**config.mk**
```make
export PLATFORM = sky130hd
export DESIGN_NAME = uart_tx_block_and_rx_ring_buffer_core
export DESIGN_NICKNAME = d
export VERILOG_FILES = /design/src/rtl/utrb_pkg.sv /design/src/rtl/utrb_ram.sv /design/src/rtl/utrb_ctrl.sv /design/src/rtl/utrb_dp.sv /design/src/rtl/uart_tx_block_and_rx_ring_buffer_core.sv
export SDC_FILE = /design/constraint.sdc
export NUM_CORES = 2
export LEC_CHECK = 0
export BUFFER_PORTS_ARGS = -buffer_cell sky130_fd_sc_hd__buf_2
export CAP_MARGIN = 20
export CORE_MARGIN = 1.5
export CORE_UTILIZATION = 35
export CTS_CLUSTER_SIZE = 40
export DETAILED_ROUTE_END_ITERATION = 10
export MAX_ROUTING_LAYER = met4
export PLACE_DENSITY = 0.46
export SKIP_CTS_REPAIR_TIMING = 1
export SLEW_MARGIN = 5
export SYNTH_ARGS = -nofsm -noshare
export SYNTH_HDL_FRONTEND = slang
export SYNTH_SLANG_ARGS = --single-unit
export TNS_END_PERCENT = 5
```
**constraint.sdc**
```tcl
create_clock -name clk -period 5.2 [get_ports clk]
set_input_delay 0.26 -clock clk [delete_from_list [all_inputs] [get_ports clk]]
set_output_delay 0.26 -clock clk [all_outputs]
set_load 0.05 [all_outputs]
```
**src/rtl/utrb_pkg.sv**
```systemverilog
// Shared types for the UART transmit block / receive ring buffer core.
// Holds the command codes, controller states and the controller-to-datapath
// command bundle. No dependencies.
package utrb_pkg;

    // Host-side command codes carried on the input beat
    typedef enum logic [1:0] {
        CMD_TX_LOAD   = 2'd0,
        CMD_TX_READY  = 2'd1,
        CMD_RX_BYTE   = 2'd2,
        CMD_HOST_READ = 2'd3
    } cmd_t;

    // Controller sequence for one beat
    typedef enum logic [1:0] {
        ST_IDLE = 2'd0,
        ST_EXEC = 2'd1,
        ST_LOAD = 2'd2,
        ST_SEND = 2'd3
    } state_t;

    // Strobes from controller to datapath
    typedef struct packed {
        logic capture;  // latch the input beat
        logic exec;     // update pointers, write stores, set flags
        logic load;     // take the registered store read into byte_out
    } dp_cmd_t;

endpackage

```
**src/rtl/utrb_ram.sv**
```systemverilog
// Generic single-write, single-read RAM with registered read data.
// No dependencies.
module utrb_ram #(
    parameter int WIDTH = 8,
    parameter int DEPTH = 128
) (
    input  logic                                  clk,
    input  logic                                  we,
    input  logic [(DEPTH > 1 ? $clog2(DEPTH) : 1)-1:0] waddr,
    input  logic [WIDTH-1:0]                      wdata,
    input  logic [(DEPTH > 1 ? $clog2(DEPTH) : 1)-1:0] raddr,
    output logic [WIDTH-1:0]                      rdata
);

    logic [WIDTH-1:0] mem [DEPTH];

    // Write port and registered read port
    always_ff @(posedge clk)
    begin
        if (we)
        begin
            mem[waddr] <= wdata;
        end
        rdata <= mem[raddr];
    end

endmodule

```
**src/rtl/utrb_ctrl.sv**
```systemverilog
// Controller FSM: sequences each beat through execute, store read and send.
// Depends on utrb_pkg.
module utrb_ctrl (
    input  logic              clk,
    input  logic              rst_n,
    input  logic              in_valid,
    output logic              in_ready,
    output logic              out_valid,
    input  logic              out_ready,
    output utrb_pkg::dp_cmd_t dp_cmd
);
    import utrb_pkg::*;

    state_t state_reg;
    state_t state_next;

    // State register
    always_ff @(posedge clk or negedge rst_n)
    begin
        if (!rst_n)
        begin
            state_reg <= ST_IDLE;
        end
        else
        begin
            state_reg <= state_next;
        end
    end

    // Next state
    always_comb
    begin
        state_next = state_reg;
        unique case (state_reg)
            ST_IDLE:
            begin
                if (in_valid)
                begin
                    state_next = ST_EXEC;
                end
            end
            ST_EXEC: state_next = ST_LOAD;
            ST_LOAD: state_next = ST_SEND;
            ST_SEND:
            begin
                if (out_ready)
                begin
                    state_next = ST_IDLE;
                end
            end
            default: state_next = ST_IDLE;
        endcase
    end

    // Outputs
    always_comb
    begin
        in_ready       = 1'b0;
        out_valid      = 1'b0;
        dp_cmd.capture = 1'b0;
        dp_cmd.exec    = 1'b0;
        dp_cmd.load    = 1'b0;
        unique case (state_reg)
            ST_IDLE:
            begin
                in_ready       = 1'b1;
                dp_cmd.capture = in_valid;
            end
            ST_EXEC: dp_cmd.exec = 1'b1;
            ST_LOAD: dp_cmd.load = 1'b1;
            ST_SEND: out_valid = 1'b1;
            default: in_ready = 1'b0;
        endcase
    end

endmodule

```
**src/rtl/utrb_dp.sv**
```systemverilog
// Datapath: transmit message store and counters, receive ring and pointers,
// result registers. Depends on utrb_pkg and utrb_ram.
module utrb_dp #(
    parameter int TX_DEPTH = 128,
    parameter int RX_DEPTH = 128
) (
    input  logic              clk,
    input  logic              rst_n,
    input  utrb_pkg::dp_cmd_t dp_cmd,
    input  logic [1:0]        cmd,
    input  logic [7:0]        data_byte,
    input  logic              last_byte,
    output logic              accepted,
    output logic              byte_valid,
    output logic [7:0]        byte_out,
    output logic              tx_done,
    output logic              tx_busy,
    output logic [6:0]        rx_level
);
    import utrb_pkg::*;

    localparam int TX_AW = (TX_DEPTH > 1) ? $clog2(TX_DEPTH) : 1;
    localparam int TX_CW = $clog2(TX_DEPTH + 1);
    localparam int RX_AW = $clog2(RX_DEPTH);
    localparam logic [TX_CW-1:0] TX_FULL = TX_CW'(TX_DEPTH);
    localparam logic [RX_AW-1:0] RX_LAST = RX_AW'(RX_DEPTH - 1);
    localparam logic [RX_AW:0]   RX_SPAN = (RX_AW + 1)'(RX_DEPTH);

    // Latched input beat
    cmd_t       cmd_reg;
    logic [7:0] data_reg;
    logic       last_reg;

    // Transmit and receive control state
    logic [TX_CW-1:0] tx_fill_reg, tx_fill_next;
    logic [TX_CW-1:0] tx_pos_reg,  tx_pos_next;
    logic [TX_CW-1:0] tx_len_reg,  tx_len_next;
    logic             tx_active_reg, tx_active_next;
    logic [RX_AW-1:0] rx_wr_reg, rx_wr_next;
    logic [RX_AW-1:0] rx_rd_reg, rx_rd_next;

    // Result flags
    logic accepted_reg, accepted_next;
    logic valid_reg,    valid_next;
    logic done_reg,     done_next;
    logic src_rx_reg,   src_rx_next;
    logic [7:0] byte_out_reg;

    // Store ports
    logic             tx_we;
    logic             rx_we;
    logic [7:0]       tx_rdata;
    logic [7:0]       rx_rdata;
    logic [RX_AW-1:0] rx_wr_inc;
    logic [RX_AW-1:0] rx_rd_inc;
    logic [RX_AW:0]   rx_diff;

    utrb_ram #(.WIDTH(8), .DEPTH(TX_DEPTH)) u_tx_ram (
        .clk   (clk),
        .we    (tx_we),
        .waddr (tx_fill_reg[TX_AW-1:0]),
        .wdata (data_reg),
        .raddr (tx_pos_reg[TX_AW-1:0]),
        .rdata (tx_rdata)
    );

    utrb_ram #(.WIDTH(8), .DEPTH(RX_DEPTH)) u_rx_ram (
        .clk   (clk),
        .we    (rx_we),
        .waddr (rx_wr_reg),
        .wdata (data_reg),
        .raddr (rx_rd_reg),
        .rdata (rx_rdata)
    );

    // Ring pointer increments with wrap
    assign rx_wr_inc = (rx_wr_reg == RX_LAST) ? '0 : rx_wr_reg + 1'b1;
    assign rx_rd_inc = (rx_rd_reg == RX_LAST) ? '0 : rx_rd_reg + 1'b1;

    // Beat execution
    always_comb
    begin
        tx_fill_next   = tx_fill_reg;
        tx_pos_next    = tx_pos_reg;
        tx_len_next    = tx_len_reg;
        tx_active_next = tx_active_reg;
        rx_wr_next     = rx_wr_reg;
        rx_rd_next     = rx_rd_reg;
        accepted_next  = 1'b0;
        valid_next     = 1'b0;
        done_next      = 1'b0;
        src_rx_next    = 1'b0;
        tx_we          = 1'b0;
        rx_we          = 1'b0;
        if (dp_cmd.exec)
        begin
            unique case (cmd_reg)
                CMD_TX_LOAD:
                begin
                    if (!tx_active_reg)
                    begin
                        if (tx_fill_reg >= TX_FULL)
                        begin
                            // overflow: drop the partial message
                            tx_fill_next = '0;
                        end
                        else
                        begin
                            tx_we         = 1'b1;
                            accepted_next = 1'b1;
                            tx_fill_next  = tx_fill_reg + 1'b1;
                            if (last_reg)
                            begin
                                tx_len_next    = tx_fill_reg + 1'b1;
                                tx_pos_next    = '0;
                                tx_active_next = 1'b1;
                                tx_fill_next   = '0;
                            end
                        end
                    end
                end
                CMD_TX_READY:
                begin
                    if (tx_active_reg)
                    begin
                        if (tx_pos_reg < tx_len_reg && tx_pos_reg < TX_FULL)
                        begin
                            tx_pos_next   = tx_pos_reg + 1'b1;
                            valid_next    = 1'b1;
                            accepted_next = 1'b1;
                        end
                        else
                        begin
                            // message exhausted: free the buffer
                            done_next      = 1'b1;
                            tx_active_next = 1'b0;
                            tx_pos_next    = '0;
                            tx_len_next    = '0;
                        end
                    end
                end
                CMD_RX_BYTE:
                begin
                    if (rx_wr_inc != rx_rd_reg)
                    begin
                        rx_we         = 1'b1;
                        rx_wr_next    = rx_wr_inc;
                        accepted_next = 1'b1;
                    end
                end
                CMD_HOST_READ:
                begin
                    if (rx_rd_reg != rx_wr_reg)
                    begin
                        rx_rd_next    = rx_rd_inc;
                        valid_next    = 1'b1;
                        accepted_next = 1'b1;
                        src_rx_next   = 1'b1;
                    end
                end
                default: accepted_next = 1'b0;
            endcase
        end
    end

    // Control state and flags
    always_ff @(posedge clk or negedge rst_n)
    begin
        if (!rst_n)
        begin
            tx_fill_reg   <= '0;
            tx_pos_reg    <= '0;
            tx_len_reg    <= '0;
            tx_active_reg <= 1'b0;
            rx_wr_reg     <= '0;
            rx_rd_reg     <= '0;
            accepted_reg  <= 1'b0;
            valid_reg     <= 1'b0;
            done_reg      <= 1'b0;
            src_rx_reg    <= 1'b0;
        end
        else if (dp_cmd.exec)
        begin
            tx_fill_reg   <= tx_fill_next;
            tx_pos_reg    <= tx_pos_next;
            tx_len_reg    <= tx_len_next;
            tx_active_reg <= tx_active_next;
            rx_wr_reg     <= rx_wr_next;
            rx_rd_reg     <= rx_rd_next;
            accepted_reg  <= accepted_next;
            valid_reg     <= valid_next;
            done_reg      <= done_next;
            src_rx_reg    <= src_rx_next;
        end
    end

    // Payload registers
    always_ff @(posedge clk)
    begin
        if (dp_cmd.capture)
        begin
            cmd_reg  <= cmd_t'(cmd);
            data_reg <= data_byte;
            last_reg <= last_byte;
        end
        if (dp_cmd.load)
        begin
            byte_out_reg <= !valid_reg ? 8'd0 : (src_rx_reg ? rx_rdata : tx_rdata);
        end
    end

    // Ring occupancy
    always_comb
    begin
        if (rx_wr_reg >= rx_rd_reg)
        begin
            rx_diff = {1'b0, rx_wr_reg} - {1'b0, rx_rd_reg};
        end
        else
        begin
            rx_diff = {1'b0, rx_wr_reg} + RX_SPAN - {1'b0, rx_rd_reg};
        end
    end

    assign accepted   = accepted_reg;
    assign byte_valid = valid_reg;
    assign byte_out   = byte_out_reg;
    assign tx_done    = done_reg;
    assign tx_busy    = tx_active_reg;
    assign rx_level   = 7'(rx_diff);

endmodule

```
**src/rtl/uart_tx_block_and_rx_ring_buffer_core.sv**
```systemverilog
// UART transmit message block and receive ring buffer, top level.
// Depends on utrb_pkg, utrb_ctrl, utrb_dp (which holds two utrb_ram).
//
// Input channel (in_valid/in_ready) carries one command beat: cmd, data_byte,
// last_byte. Command 0 loads a transmit byte (last_byte closes the message),
// 1 is a transmitter-ready event, 2 pushes a received byte into the ring,
// 3 is a host read that pops the ring.
// Output channel (out_valid/out_ready) returns exactly one result beat per
// input beat: accepted, byte_valid, byte_out (0 unless byte_valid), tx_done,
// tx_busy and rx_level as they stand after the command.
// Sequencing: the result is offered once the beat has been executed and the
// store read has been taken into the result register (EXEC, then LOAD, then
// SEND). One beat is in flight at a time, so a new beat is taken only after
// the result is taken and the controller has gone back to IDLE.
// The registered read of the message and ring stores sets the store-read cycle.
// Reset clears all counters, pointers and flags; store contents are left as
// they are and never read before being written.
// While the receiver holds out_ready low the result stays unchanged and
// in_ready stays low.
module uart_tx_block_and_rx_ring_buffer_core #(
    parameter int TX_DEPTH = 128,
    parameter int RX_DEPTH = 128
) (
    input  logic       clk,
    input  logic       rst_n,
    input  logic       in_valid,
    output logic       in_ready,
    input  logic [1:0] cmd,
    input  logic [7:0] data_byte,
    input  logic       last_byte,
    output logic       out_valid,
    input  logic       out_ready,
    output logic       accepted,
    output logic       byte_valid,
    output logic [7:0] byte_out,
    output logic       tx_done,
    output logic       tx_busy,
    output logic [6:0] rx_level
);
    import utrb_pkg::*;

    dp_cmd_t dp_cmd;

    utrb_ctrl u_ctrl (
        .clk       (clk),
        .rst_n     (rst_n),
        .in_valid  (in_valid),
        .in_ready  (in_ready),
        .out_valid (out_valid),
        .out_ready (out_ready),
        .dp_cmd    (dp_cmd)
    );

    utrb_dp #(.TX_DEPTH(TX_DEPTH), .RX_DEPTH(RX_DEPTH)) u_dp (
        .clk        (clk),
        .rst_n      (rst_n),
        .dp_cmd     (dp_cmd),
        .cmd        (cmd),
        .data_byte  (data_byte),
        .last_byte  (last_byte),
        .accepted   (accepted),
        .byte_valid (byte_valid),
        .byte_out   (byte_out),
        .tx_done    (tx_done),
        .tx_busy    (tx_busy),
        .rx_level   (rx_level)
    );

endmodule

```
==> reports/results.ini <==
[clocking]
cts_buffers = 216
clock_tree.buffer_depth = 3
numClockSinks = 2128
clockRootBuffer = clkbuf_16
insertion_delay_ns = 0.85
path_clk_slew_ns = 0.06
htree_levels = 4
cts_tree = built

[global_route]
top_usage_layer = met2
grt_overflow = 0
grt_pass1_vias = 42800
grtUsageMet1_pct = 24.9
grt_max_degree = 186
grtUsageTotal_pct = 19.2
met2_usage_pct = 31.4
met3_usage_pct = 2.81
antenna_found_initial = 5
grt_pass1_wl_um = 326000

[logic_synthesis]
synth_area_per_cell_um2 = 19.2
syn_inst = 4377
ys_ff_latch = 2128
syn-num-nets = 4415
synth_area_leader_cell = edfxtp_1
seq_area_frac_synth_pct = 75.4
synth_edf_count = 2067
yosys-top-cells-area = edfxtp_1, mux4_2, mux2i_1, nor2_1, dfrtp_1
ys.flop_type = edfxtp_1
async_flop_share_pct = 2.11
synthDistinctLibCells = 83
synth_top_area_share_pct = 73.7
yosys_warnings = 0
synth_area_um2 = 84200

[place]
hpwl_um = 136000
gp_congestion = 0.847
portBuffers = 35
place_ws_ns = 1.34

[layout]
reg.largest.list = u_dp.u_rx_ram.mem: 1024 flops, u_dp.u_tx_ram.mem: 1024 flops
n_fill_cell = 21500
area_growth_pct = 12.7
num-nets-final = 4515
layout-drive-gt1-share_pct = 18.5

[floorplanning]
rows = 179
die_h_um = 494
ios = 36
die_area_um2 = 244000
coreArea_um2 = 239000
dieWidth_um = 494
start_util_pct = 35.3

[setup_path]
worst_setup_path_end_kind = primary output
critPathKind = reg -> out
critical_path_buf_inv_count = 3
crit_chain = buf_4, ha_1, fa_1, inv_1, a21o_1, a21oi_1, o21bai_1, a21oi_1, xor2_1, buf_2
cpMaxStageDelayCell = dfrtp_4
crit_arrival_ns = 4.08
required_ns = 4.94
worstSetupStartpointType = flop
slowest_delay_ns = 0.82
critPathTopFamily = buffers and inverters
critPathMaxFanout = 30
cp_common_cell = a21oi_1

[timing]
finalMaxSlewViolations = 0
slew_headroom_pct = 15.3
fin_crit_sh_pct = 83.5
fin_ws_ns = 0.859
setup_viol = 0
fin_skew_ns = 0.0337
hold_ws_ns = 0.0973
hold_violations = 0
grt_setup_unrepaired = no
tns_ns = 0
max_slew.worst_pin.slew_ns = 1.27
timing.fmax_mhz = 230
fin_crit_ns = 4.34

[routing]
first_iter_violations = 3649
routed_wl_um = 229000
vias_per_cell = 5.31
ant_nets = 0
drtPass1Iterations = 5
drc = 0
post_drt_wl_per_cell_um = 29.3
vias = 41600

[power]
worst_ir_drop_vdd_uv = 311
power_uw = 45200
pwr_density_cell_nw_per_um2 = 476
leakage_uw = 0.0292

[job]
maxCapViolations = 0

[outcome]
outcome = finished clean

[worst_hold_path]
holdCritPathClass = in -> async

-- worst register-to-register path, cell delays in order (launching register included) --
cell,delay [ns]
dfrtp_1,0.59
and3_1,0.50
xnor2_1,0.16
a31oi_1,0.23
a2bb2oi_2,0.59
o2111ai_4,0.49
buf_16,0.34
nor2_1,0.57
-- routing by layer --
metal | up-vias | wire length (um)
met2 | 1147 | 115000
met5 | - | 0
met3 | 330 | 10500
met4 | 0 | 6900
li1 | 18000 | -
met1 | 22100 | 97500
-- synthesized netlist by cell type (10+ instances only) --
library cell,count
a31oi_1,22
clkbuf_1,104
nor3_1,59
a311oi_1,10
o21ai_0,63
mux2_2,25
mux2i_1,300
o22ai_1,77
nor2b_1,26
nor2_1,308
buf_2,62
dfxtp_1,16
nand2_1,198
a221oi_1,19
a21oi_1,66
edfxtp_1,2067
dfrtp_1,45
ha_1,22
xnor2_1,16
o221ai_1,11
and3_1,25
a22oi_1,115
mux4_2,376
nand3_1,39
and2_1,15
a211oi_1,17
buf_1,21
mux4_1,12
nand2b_1,16
inv_1,31
buf_6,24
buf_4,35
-- layout by cell type, fill, tap and decap left out, drive strengths merged, types with 17 or more instances in the layout --
cell type,count
bufinv,23
nor3,59
nand3,40
buf,131
clkinv,112
and3,25
nor2,311
o21ai,64
nor2b,26
ha,22
a22oi,115
a211oi,17
nand2,198
clkbuf,262
mux2i,300
mux2,25
inv,36
a221oi,19
edfxtp,2067
and2,18
a21oi,66
mux4,388
a31oi,22
dfrtp,45
o22ai,77
-- cell families (layout without fill, tap and decap cells) --
family                   count (synthesis)  in the layout  synth area share (%)
AO/OA/AOI/OAI                          476            476                  3.95
XOR/XNOR                                23             23                 0.239
adder cells (fa/ha/maj)                 23             23                 0.351
buffers and inverters                  297            581                  2.01
flip-flops                            2128           2128                  75.4
multiplexers                           713            713                  14.3
other                                    0              3                     0
AND/OR/NAND/NOR                        717            717                  3.70
-- power breakdown --
group / total (uW) / switching, uW / leakage [uW] / internal [uW]
Clock: 15500 / 6630 / 0.00341 / 8840
Sequential: 20000 / 414 / 0.0193 / 19600
Combinational: 9730 / 6110 / 0.00652 / 3630
-- final cells by class --
type | instances | area, um^2 | share of cell area (%)
sequential | 2128 | 63500 | 66.9
clock buffer | 262 | 5650 | 5.95
tap | 3167 | 3960 | 4.17
inverter | 33 | 126 | 0.133
timing repair buffer | 146 | 1350 | 1.42
multi-input combinational | 1952 | 19000 | 20.0
clock inverter | 140 | 1280 | 1.35
antenna | 3 | 7.51 | 0.00791
-- final timing paths --
path | slack [ns] | endpoint | start | cells after the start
min | 0.1 | u_dp.rx_rd_reg[6]$_DFFE_PN0P_ | rst_n | 3
min in group clk | 0.13 | u_dp.data_reg[0]$_DFFE_PP_ | data_byte[0] | 2
max | 0.86 | rx_level[6] | u_dp.rx_rd_reg[0]$_DFFE_PN0P_ | 10
min reg2reg | 0.48 | u_dp.tx_done$_DFFE_PN0P_ | u_dp.tx_done$_DFFE_PN0P_ | 1
max in group asynchronous | 4.46 | u_dp.tx_pos_reg[0]$_DFFE_PN0P_ | rst_n | 3
max reg2reg | 1.36 | u_dp.u_rx_ram.mem[81][7]$_DFFE_PP_ | u_dp.rx_wr_reg[2]$_DFFE_PN0P_ | 7
-- per-stage QoR --
| step | util, % | std cells | instance area, um^2 |
|---|---|---|---|
| floorplan | - | 4377 | 84200 |
| global placement | 36.8 | 7406 | 87700 |
| detailed placement | 36.8 | 7409 | 87800 |
| CTS | 39.7 | 7811 | 94700 |
| global route | 39.8 | 7829 | 94900 |
| finish | 39.8 | 7831 | 94900 |
No activity file was read; power rests on OpenSTA's default activity.
